`config.mk`:
```
export PLATFORM = sky130hd
export DESIGN_NAME = lzip_member_checker_top_flat
export DESIGN_NICKNAME = d
export VERILOG_FILES = /design/src/hw/rtl/lzmc_pkg.sv /design/src/hw/rtl/lzmc_req_if.sv /design/src/hw/rtl/lzmc_rsp_if.sv /design/src/hw/rtl/lzmc_crc32.sv /design/src/hw/rtl/lzmc_member_checker_top.sv /design/src/flat_wrapper.sv
export SDC_FILE = /design/constraint.sdc
export NUM_CORES = 1
export LEC_CHECK = 0
export ABC_AREA = 1
export BUFFER_PORTS_ARGS = -buffer_cell sky130_fd_sc_hd__buf_2
export CAP_MARGIN = 10
export CORE_ASPECT_RATIO = 1.1
export CORE_UTILIZATION = 62
export DETAILED_ROUTE_END_ITERATION = 16
export PLACE_DENSITY = 0.83
export SYNTH_ARGS = -nofsm -noshare
export SYNTH_HDL_FRONTEND = slang
export SYNTH_HIERARCHICAL = 1
export SYNTH_SLANG_ARGS = --single-unit
```
`constraint.sdc`:
```
create_clock -name clk -period 3.66 [get_ports clk]
set_clock_uncertainty 0.15 [all_clocks]
set_input_delay 1.098 -clock clk [delete_from_list [all_inputs] [get_ports clk]]
set_output_delay 1.098 -clock clk [all_outputs]
set_load 0.03 [all_outputs]
```
`src/hw/rtl/lzmc_pkg.sv`:
```
// Shared types, constants and functions of the Lzip member checker.
// No dependencies; used by the interfaces and all lzmc modules.
`timescale 1ns / 1ps
`default_nettype none

package lzmc_pkg;

    localparam int CMD_W    = 2;
    localparam int BYTE_W   = 8;
    localparam int STATUS_W = 4;
    localparam int DICT_W   = 30;
    localparam int LEN_W    = 64;
    localparam int CRC_W    = 32;
    localparam int IDX_W    = 5;

    typedef enum logic [CMD_W-1:0] {
        CMD_HEADER  = 2'd0,
        CMD_TRAILER = 2'd1,
        CMD_OUTPUT  = 2'd2,
        CMD_FINISH  = 2'd3
    } cmd_t;

    typedef enum logic [STATUS_W-1:0] {
        ST_OK          = 4'd0,
        ST_MAGIC       = 4'd1,
        ST_VERSION     = 4'd2,
        ST_DICT        = 4'd3,
        ST_MEMBER_SIZE = 4'd4,
        ST_DATA_SIZE   = 4'd5,
        ST_OVERFLOW    = 4'd6,
        ST_LENGTH      = 4'd7,
        ST_CRC         = 4'd8,
        ST_SEQUENCE    = 4'd9
    } status_t;

    typedef enum logic [2:0] {
        PH_HEADER  = 3'b001,
        PH_TRAILER = 3'b010,
        PH_DATA    = 3'b100
    } phase_t;

    // header / trailer byte positions
    localparam logic [IDX_W-1:0] IDX_VERSION   = 5'd4;
    localparam logic [IDX_W-1:0] HEADER_LAST   = 5'd5;
    localparam logic [IDX_W-1:0] CRC_FIELD_END = 5'd4;
    localparam logic [IDX_W-1:0] DSIZE_END     = 5'd12;
    localparam logic [IDX_W-1:0] TRAILER_LAST  = 5'd19;

    localparam logic [BYTE_W-1:0] LZIP_VERSION = 8'h01;
    localparam logic [LEN_W-1:0]  MIN_MEMBER   = 64'd36;

    localparam logic [CRC_W-1:0] CRC_POLY = 32'hEDB88320;
    localparam logic [CRC_W-1:0] CRC_INIT = 32'hFFFFFFFF;

    localparam logic [4:0] DICT_EXP_MIN = 5'd12;
    localparam logic [4:0] DICT_EXP_MAX = 5'd29;
    localparam logic [30:0] DICT_MIN    = 31'd4096;
    localparam logic [30:0] DICT_MAX    = 31'd536870912;

    typedef struct packed {
        logic init;
        logic advance;
    } crc_ctl_t;

    typedef struct packed {
        logic              valid;
        logic [DICT_W-1:0] size;
    } dict_t;

    function automatic logic [BYTE_W-1:0] magic_byte(input logic [1:0] pos);
        logic [BYTE_W-1:0] m;
        unique case (pos)
            2'd0: m = 8'h4C;
            2'd1: m = 8'h5A;
            2'd2: m = 8'h49;
            2'd3: m = 8'h50;
            default: m = 8'h00;
        endcase
        return m;
    endfunction

    // reflected CRC-32, one byte (eight bit steps)
    function automatic logic [CRC_W-1:0] crc32_byte(input logic [CRC_W-1:0] crc,
                                                    input logic [BYTE_W-1:0] b);
        logic [CRC_W-1:0] c;
        c = crc ^ {24'd0, b};
        for (int k = 0; k < 8; k++) begin
            c = c[0] ? ((c >> 1) ^ CRC_POLY) : (c >> 1);
        end
        return c;
    endfunction

    // size = 2^e - frac * 2^e / 16
    function automatic dict_t dict_decode(input logic [BYTE_W-1:0] code);
        dict_t       d;
        logic [4:0]  e;
        logic [2:0]  frac;
        logic [30:0] base;
        logic [30:0] val;
        e    = code[4:0];
        frac = code[7:5];
        base = 31'd1 << e;
        val  = base - 31'((base >> 4) * {28'd0, frac});
        d.valid = (e >= DICT_EXP_MIN) && (e <= DICT_EXP_MAX) &&
                  (val >= DICT_MIN) && (val <= DICT_MAX);
        d.size  = val[DICT_W-1:0];
        return d;
    endfunction

endpackage

`default_nettype wire

```
`src/hw/rtl/lzmc_req_if.sv`:
```
// Request channel of the Lzip member checker: command and data byte.
// Depends on lzmc_pkg for field widths.
`timescale 1ns / 1ps
`default_nettype none

interface lzmc_req_if;
    logic                         valid;
    logic                         ready;
    logic [lzmc_pkg::CMD_W-1:0]   command;
    logic [lzmc_pkg::BYTE_W-1:0]  data_byte;

    modport source (output valid, output command, output data_byte, input ready);
    modport sink   (input valid, input command, input data_byte, output ready);
endinterface

`default_nettype wire

```
`src/hw/rtl/lzmc_rsp_if.sv`:
```
// Result channel of the Lzip member checker: status, dictionary size, member ok.
// Depends on lzmc_pkg for field widths.
`timescale 1ns / 1ps
`default_nettype none

interface lzmc_rsp_if;
    logic                           valid;
    logic                           ready;
    logic [lzmc_pkg::STATUS_W-1:0]  status;
    logic [lzmc_pkg::DICT_W-1:0]    dict_size;
    logic                           member_ok;

    modport source (output valid, output status, output dict_size,
                    output member_ok, input ready);
    modport sink   (input valid, input status, input dict_size,
                    input member_ok, output ready);
endinterface

`default_nettype wire

```
`src/hw/rtl/lzmc_crc32.sv`:
```
// Running CRC-32 register of the decompressed data, one byte per cycle while advance is set.
// Depends on lzmc_pkg (crc32_byte, crc_ctl_t).
`timescale 1ns / 1ps
`default_nettype none

module lzmc_crc32 (
    input  wire logic                         clk,
    input  wire logic                         rst_n,
    input  wire lzmc_pkg::crc_ctl_t           ctl,
    input  wire logic [lzmc_pkg::BYTE_W-1:0]  data_byte,
    output logic      [lzmc_pkg::CRC_W-1:0]   crc
);
    import lzmc_pkg::*;

    logic [CRC_W-1:0] crc_reg;
    logic [CRC_W-1:0] crc_next;

    always_comb
    begin
        priority if (ctl.init)
        begin
            crc_next = CRC_INIT;
        end
        else if (ctl.advance)
        begin
            crc_next = crc32_byte(crc_reg, data_byte);
        end
        else
        begin
            crc_next = crc_reg;
        end
    end

    always_ff @(posedge clk or negedge rst_n)
    begin
        if (!rst_n)
        begin
            crc_reg <= CRC_INIT;
        end
        else
        begin
            crc_reg <= crc_next;
        end
    end

    assign crc = crc_reg;

endmodule

`default_nettype wire

```
`src/hw/rtl/lzmc_member_checker_top.sv`:
```
// Top level of the Lzip member checker: sequencing, checks and result register.
// Depends on lzmc_pkg, lzmc_req_if, lzmc_rsp_if and lzmc_crc32.
`timescale 1ns / 1ps
`default_nettype none

// Checks one Lzip member presented as a stream of requests: six header bytes,
// twenty trailer bytes (stored CRC, data size, member size, little-endian),
// then the decompressed output bytes, closed by a finish request. Every
// request yields exactly one result, registered in the cycle after it is accepted, and a
// new request is accepted every cycle as long as the result register is
// empty or being drained in the same cycle; the rate is one request per
// cycle, set by the combinational 64-bit count compare and increment and the
// byte-wide CRC-32 update. status holds the first error seen (sticky until
// finish), dict_size the decoded size once a clean header is complete,
// and member_ok is high only on the finish result of a clean member. Finish
// returns all member state to its reset values, ready for the next member.
module lzip_member_checker_top (
    input wire logic clk,
    input wire logic rst_n,
    lzmc_req_if.sink   req,
    lzmc_rsp_if.source rsp
);
    import lzmc_pkg::*;

    // member state
    phase_t             phase_reg,        phase_next;
    logic [IDX_W-1:0]   byte_index_reg,   byte_index_next;
    logic [DICT_W-1:0]  dict_size_reg,    dict_size_next;
    logic [CRC_W-1:0]   stored_crc_reg,   stored_crc_next;
    logic [LEN_W-1:0]   expected_len_reg, expected_len_next;
    logic [LEN_W-1:0]   member_len_reg,   member_len_next;
    logic [LEN_W-1:0]   written_cnt_reg,  written_cnt_next;
    status_t            error_reg,        error_next;

    // result register
    logic               rsp_valid_reg;
    status_t            status_reg,       status_next;
    logic [DICT_W-1:0]  rsp_dict_reg,     rsp_dict_next;
    logic               member_ok_reg,    member_ok_next;

    logic               req_fire;
    cmd_t               cmd;
    logic [BYTE_W-1:0]  data_b;
    status_t            err_new;
    dict_t              dict;
    crc_ctl_t           crc_ctl;
    logic [CRC_W-1:0]   running_crc;
    logic               finish;

    assign req.ready = !rsp_valid_reg || rsp.ready;
    assign req_fire  = req.valid && req.ready;
    assign cmd       = cmd_t'(req.command);
    assign data_b    = req.data_byte;
    assign dict      = dict_decode(data_b);

    lzmc_crc32 u_crc (
        .clk       (clk),
        .rst_n     (rst_n),
        .ctl       (crc_ctl),
        .data_byte (data_b),
        .crc       (running_crc)
    );

    always_comb
    begin
        phase_next        = phase_reg;
        byte_index_next   = byte_index_reg;
        dict_size_next    = dict_size_reg;
        stored_crc_next   = stored_crc_reg;
        expected_len_next = expected_len_reg;
        member_len_next   = member_len_reg;
        written_cnt_next  = written_cnt_reg;
        err_new           = ST_OK;
        crc_ctl           = '0;
        finish            = 1'b0;

        if (req_fire)
        begin
            unique case (cmd)
                CMD_HEADER:
                begin
                    if (phase_reg == PH_HEADER)
                    begin
                        if (byte_index_reg < IDX_VERSION)
                        begin
                            if (data_b != magic_byte(byte_index_reg[1:0]))
                                err_new = ST_MAGIC;
                        end
                        else if (byte_index_reg == IDX_VERSION)
                        begin
                            if (data_b != LZIP_VERSION)
                                err_new = ST_VERSION;
                        end
                        else if (dict.valid)
                        begin
                            // only a clean header publishes its size
                            if (error_reg == ST_OK)
                                dict_size_next = dict.size;
                        end
                        else
                        begin
                            err_new = ST_DICT;
                        end

                        if (byte_index_reg >= HEADER_LAST)
                        begin
                            phase_next      = PH_TRAILER;
                            byte_index_next = '0;
                        end
                        else
                        begin
                            byte_index_next = byte_index_reg + 5'd1;
                        end
                    end
                    else
                    begin
                        err_new = ST_SEQUENCE;
                    end
                end

                CMD_TRAILER:
                begin
                    if (phase_reg == PH_TRAILER)
                    begin
                        if (byte_index_reg < CRC_FIELD_END)
                        begin
                            stored_crc_next[{byte_index_reg[1:0], 3'b000} +: 8] = data_b;
                        end
                        else if (byte_index_reg < DSIZE_END)
                        begin
                            expected_len_next[{3'(byte_index_reg - CRC_FIELD_END), 3'b000} +: 8]
                                = data_b;
                        end
                        else
                        begin
                            member_len_next[{3'(byte_index_reg - DSIZE_END), 3'b000} +: 8]
                                = data_b;
                        end

                        if (byte_index_reg >= TRAILER_LAST)
                        begin
                            if (member_len_next < MIN_MEMBER || member_len_next[LEN_W-1])
                                err_new = ST_MEMBER_SIZE;
                            else if (expected_len_next[LEN_W-1])
                                err_new = ST_DATA_SIZE;
                            phase_next      = PH_DATA;
                            byte_index_next = '0;
                        end
                        else
                        begin
                            byte_index_next = byte_index_reg + 5'd1;
                        end
                    end
                    else
                    begin
                        err_new = ST_SEQUENCE;
                    end
                end

                CMD_OUTPUT:
                begin
                    if (phase_reg == PH_DATA)
                    begin
                        // bytes past the expected size are dropped
                        if (written_cnt_reg >= expected_len_reg)
                        begin
                            err_new = ST_OVERFLOW;
                        end
                        else
                        begin
                            crc_ctl.advance  = 1'b1;
                            written_cnt_next = written_cnt_reg + 64'd1;
                        end
                    end
                    else
                    begin
                        err_new = ST_SEQUENCE;
                    end
                end

                CMD_FINISH:
                begin
                    finish = 1'b1;
                    if (phase_reg != PH_DATA)
                        err_new = ST_SEQUENCE;
                    else if (written_cnt_reg != expected_len_reg)
                        err_new = ST_LENGTH;
                    else if ((running_crc ^ CRC_INIT) != stored_crc_reg)
                        err_new = ST_CRC;
                end

                default:
                begin
                    err_new = ST_OK;
                end
            endcase
        end

        // first error sticks
        status_next    = (error_reg == ST_OK) ? err_new : error_reg;
        member_ok_next = finish && (status_next == ST_OK);
        error_next     = status_next;
        // result shows the size as updated by this request, before any rewind
        rsp_dict_next  = dict_size_next;

        if (finish)
        begin
            phase_next        = PH_HEADER;
            byte_index_next   = '0;
            dict_size_next    = '0;
            stored_crc_next   = '0;
            expected_len_next = '0;
            member_len_next   = '0;
            written_cnt_next  = '0;
            error_next        = ST_OK;
            crc_ctl.init      = 1'b1;
        end
    end

    always_ff @(posedge clk or negedge rst_n)
    begin
        if (!rst_n)
        begin
            phase_reg        <= PH_HEADER;
            byte_index_reg   <= '0;
            dict_size_reg    <= '0;
            stored_crc_reg   <= '0;
            expected_len_reg <= '0;
            member_len_reg   <= '0;
            written_cnt_reg  <= '0;
            error_reg        <= ST_OK;
            rsp_valid_reg    <= 1'b0;
        end
        else
        begin
            phase_reg        <= phase_next;
            byte_index_reg   <= byte_index_next;
            dict_size_reg    <= dict_size_next;
            stored_crc_reg   <= stored_crc_next;
            expected_len_reg <= expected_len_next;
            member_len_reg   <= member_len_next;
            written_cnt_reg  <= written_cnt_next;
            error_reg        <= error_next;
            if (req.ready)
            begin
                rsp_valid_reg <= req.valid;
            end
        end
    end

    // result payload, loaded with each accepted request
    always_ff @(posedge clk)
    begin
        if (req_fire)
        begin
            status_reg    <= status_next;
            rsp_dict_reg  <= rsp_dict_next;
            member_ok_reg <= member_ok_next;
        end
    end

    assign rsp.valid     = rsp_valid_reg;
    assign rsp.status    = status_reg;
    assign rsp.dict_size = rsp_dict_reg;
    assign rsp.member_ok = member_ok_reg;

`ifndef SYNTHESIS
    a_ok_means_clean: assert property (@(posedge clk) disable iff (!rst_n)
        rsp.valid && rsp.member_ok |-> rsp.status == ST_OK)
        else $error("member_ok with nonzero status");

    a_finish_rewinds: assert property (@(posedge clk) disable iff (!rst_n)
        req_fire && cmd == CMD_FINISH |=>
            phase_reg == PH_HEADER && byte_index_reg == '0 && error_reg == ST_OK)
        else $error("finish did not return to header phase");

    a_index_range: assert property (@(posedge clk) disable iff (!rst_n)
        (phase_reg == PH_HEADER && byte_index_reg <= HEADER_LAST) ||
        (phase_reg == PH_TRAILER && byte_index_reg <= TRAILER_LAST) ||
        (phase_reg == PH_DATA && byte_index_reg == '0))
        else $error("byte index out of range for phase");

    a_count_bounded: assert property (@(posedge clk) disable iff (!rst_n)
        written_cnt_reg <= expected_len_reg)
        else $error("output count passed expected size");

    a_error_sticky: assert property (@(posedge clk) disable iff (!rst_n)
        error_reg != ST_OK && !(req_fire && cmd == CMD_FINISH) |=> $stable(error_reg))
        else $error("error code replaced before finish");

    a_rsp_follows_req: assert property (@(posedge clk) disable iff (!rst_n)
        req_fire |=> rsp_valid_reg)
        else $error("accepted request produced no result");
`endif

endmodule

`default_nettype wire
```
`src/flat_wrapper.sv`:
```
// flat-port wrapper written by rule: the top's interface ports become plain ports
module lzip_member_checker_top_flat import lzmc_pkg::*;
  (clk, rst_n, req_valid, req_command, req_data_byte, req_ready, rsp_valid, rsp_status, rsp_dict_size, rsp_member_ok, rsp_ready);
  lzmc_req_if req_i ();
  lzmc_rsp_if rsp_i ();
  input wire logic clk;
  input wire logic rst_n;
  input wire logic [$bits(req_i.valid)-1:0] req_valid;
  input wire logic [$bits(req_i.command)-1:0] req_command;
  input wire logic [$bits(req_i.data_byte)-1:0] req_data_byte;
  output wire logic [$bits(req_i.ready)-1:0] req_ready;
  output wire logic [$bits(rsp_i.valid)-1:0] rsp_valid;
  output wire logic [$bits(rsp_i.status)-1:0] rsp_status;
  output wire logic [$bits(rsp_i.dict_size)-1:0] rsp_dict_size;
  output wire logic [$bits(rsp_i.member_ok)-1:0] rsp_member_ok;
  input wire logic [$bits(rsp_i.ready)-1:0] rsp_ready;
  assign req_i.valid = req_valid;
  assign req_i.command = req_command;
  assign req_i.data_byte = req_data_byte;
  assign req_ready = req_i.ready;
  assign rsp_valid = rsp_i.valid;
  assign rsp_status = rsp_i.status;
  assign rsp_dict_size = rsp_i.dict_size;
  assign rsp_member_ok = rsp_i.member_ok;
  assign rsp_i.ready = rsp_ready;
  lzip_member_checker_top u_core (.clk(clk), .rst_n(rst_n), .req(req_i), .rsp(rsp_i));
endmodule
```
==> results.cfg <==
[critical_path]
cp_slowest_stage_delay_ns = 0.57
crit_arrival_ns = 5.51
cp-start-kind = primary input
cp-end-kind = flip-flop
crit_path_max_fanout = 5
path_class = primary input to flip-flop
cp_common_cell = nand2_2
cpMaxStageDelayCell = fa_1
cp_data_required_time_ns = 3.82

[layout]
areaGrowthSynthToFinish_pct = 24.7
antenna_cells = 0
nFillCells = 2691
fin_area_sq_um = 30700
fin_nets = 3911
final_cells = 4272
drive_gt1_share_pct = 24.1
post-route-util_pct = 78.4

[worst_hold_path]
holdCritPathClass = primary input to async pin

[die]
die-area_sq_um = 40500
chipWidth_microns = 192
coreArea_sq_um = 39200
rows = 76
start_util_pct = 62.8
pin_count = 51
dieHeight_microns = 211

[cts]
cts-root-buf = clkbuf_16
htreeDepth = 2
cts.reportedPaths.clkPinSlew_ns = 0.07
cts.sinks = 332
cts_made_buffers = 37
cts_tree = done
insertion_delay_ns = 0.59
cts_hold_buf = 0
cts_buffer_depth = 3

[sta]
setup_tns_ns = -104.90
max-slew-margin-rel_pct = 36.1
post-route-period-util_pct = 146
drv_slew = 0
fin_crit_ns = 5.35
holdWs_ns = 0.315
rsz0062_at_grt = true
fin_ws_ns = -1.69
final_hold_viol_count = 0
tightest_slew_ns = 0.959
setup_violations = 65
fmax_ghz = 0.187

[drt]
via_count = 25700
routed_via_density = 6.02
route.met3.wl_mm = 8.73
wl_mm = 88.4
wl_per_cell_microns = 20.7
routed-wl-met2_mm = 40.9
dr.pass1.iters = 8
drt-met1-wl_mm = 31.7
top_layer = met5
drc = 0
ant_nets = 0
initialDrtViolationCount = 2919

[synth]
netlist_instances = 3407
syn_area_per_cell_sq_um = 7.23
synth.net_count = 3580
synth-seq-cells = 332
yosysWarnings = 6
synth_area_leaders = dfrtp_1 (27%), nand2_1 (14%), inv_1 (8.4%)
async_reset_ff_share_pct = 89.5
synth-edff-count = 35
yosysSeqAreaShare_pct = 34.6
syn_area_sq_um = 24600
yosysMostFrequentCell = nand2_1
synthDistinctLibCells = 61
synth_common_cells = nand2_1 (913), inv_1 (551), nor2_1 (305)
yosys.area.top_type = dfrtp_1
synth_ff_type = dfrtp_1
synth_top_area_share_pct = 26.8

[grt]
grt_pass1_vias = 25600
grt_max_degree = 88
grt_antenna_before_repair = 0
grt_usage_pct = 43.5
grt.overflow.total = 0
grt_pass1_wl_mm = 135

[power_and_ir_drop]
ir_drop_mv = 0.521
leakage_nw = 14.6
power.density_nw_per_um2 = 503

[run_status]
violations = setup timing
run_status = complete, but fails checks

[placed_design]
hpwl_mm = 62.7
placed_area_sq_um = 27900
io_buffers = 50
dp.cells = 4163
finalWeightedCongestion = 1.03

[flow_run]
drv_cap = 0
## per-stage QoR
stage / power (mW) / worst slack [ns]
2_1_floorplan: 8.55 / -1.65
3_3_place_gp: 10.3 / -2.52
3_5_place_dp: 10.6 / -2.63
4_1_cts: 15.0 / -1.35
5_1_grt: 16.2 / -1.86
6_report: 15.4 / -1.69
## cell usage in the layout (no fill, tap or decap), types with 7 or more instances in the layout
cell type / n
a21oi_1: 87
a21oi_2: 31
buf_12: 20
buf_2: 44
buf_4: 291
buf_6: 17
clkbuf_16: 38
dfrtp_1: 264
dfstp_2: 33
edfxtp_1: 35
fa_1: 51
ha_1: 83
ha_4: 24
inv_1: 519
inv_2: 47
inv_4: 8
nand2_1: 807
nand2_2: 103
nand2_4: 55
nand3_1: 185
nand3_2: 31
nand3b_1: 7
nand4_1: 64
nor2_1: 245
nor2_2: 24
nor2_4: 54
nor3_1: 68
nor3_2: 7
nor4_1: 16
o21ai_0: 161
o21ai_1: 12
o22ai_1: 78
o31ai_1: 34
or2_2: 8
xnor2_1: 37
xor2_1: 66
## power breakdown
part	leakage (nW)	switching, mW	total (mW)	internal [mW]
Clock	0.634	1.67	4.07	2.40
Combinational	9.68	4.11	6.46	2.35
Sequential	4.26	0.469	4.91	4.44
Total	14.6	6.25	15.4	9.20
## cells by family (layout without fill, tap and decap cells)
logic type	after synthesis	count (layout)	share of synthesized area [%]
adders and majority gates	159	159	9.67
muxes	1	1	0.0457
and+or+nand+nor	1691	1693	30.5
xor gates and xnor gates	111	111	4.06
DFF	332	332	34.6
AOI/OAI and AO/OA	441	441	10.4
buffers and inverters	672	1028	10.8
## repair_timing
action / 4_1_cts / 5_1_grt
pin swaps: 69 / 70
setup endpoints to repair: 115 / 106
resized for setup: 215 / 93
gates cloned: 3 / 0
buffers inserted: 25 / 15
hold endpoints to repair: 0 / 0
## path summary, 6_finish.rpt
kind	endpoint	start	depth (start not counted)	slack (ns)
setup / recovery	u_core/rsp.dict_size[12]$_DFFE_PP_	req_data_byte[2]	30	-1.69
hold / removal	u_core/member_len_reg[63]$_DFFE_PN0P_	rst_n	1	0.32
setup reg to reg	u_core/rsp.member_ok$_DFFE_PP_	u_core/byte_index_reg[1]$_DFFE_PN0P_	24	-0.01
hold reg to reg	u_core/member_len_reg[52]$_DFFE_PN0P_	u_core/member_len_reg[52]$_DFFE_PN0P_	2	0.33
max in group asynchronous	u_core/expected_len_reg[57]$_DFFE_PN0P_	rst_n	2	2.18
min in group clk	u_core/member_len_reg[52]$_DFFE_PN0P_	u_core/member_len_reg[52]$_DFFE_PN0P_	2	0.33
## cell type report
cell class / count / area (sq um) / share of cell area, %
Multi-Input combinational cell: 2405 / 14900 / 48.6
Timing Repair Buffer: 375 / 3040 / 9.90
Clock buffer: 48 / 1050 / 3.41
Clock inverter: 18 / 259 / 0.843
Timing Repair inverter: 1 / 11.3 / 0.0367
Tap cell: 507 / 634 / 2.07
Sequential cell: 332 / 8520 / 27.8
Inverter: 586 / 2260 / 7.36
## per-layer routing
metal,vias to the layer above,global-route usage (%)
met5,-,0.744
met4,2,30.4
met3,479,9.02
met2,1613,70.2
met1,12100,51.8
li1,11600,-
## critical path: cells and delay by family
family,cells,cell delay [ns]
buffers and inverters,11,0.93
AO/OA/AOI/OAI,1,0.27
XOR/XNOR,1,0.25
adder cells (fa/ha/maj),3,1.34
AND/OR/NAND/NOR,14,1.60
Power figures use the tool's default switching activity.
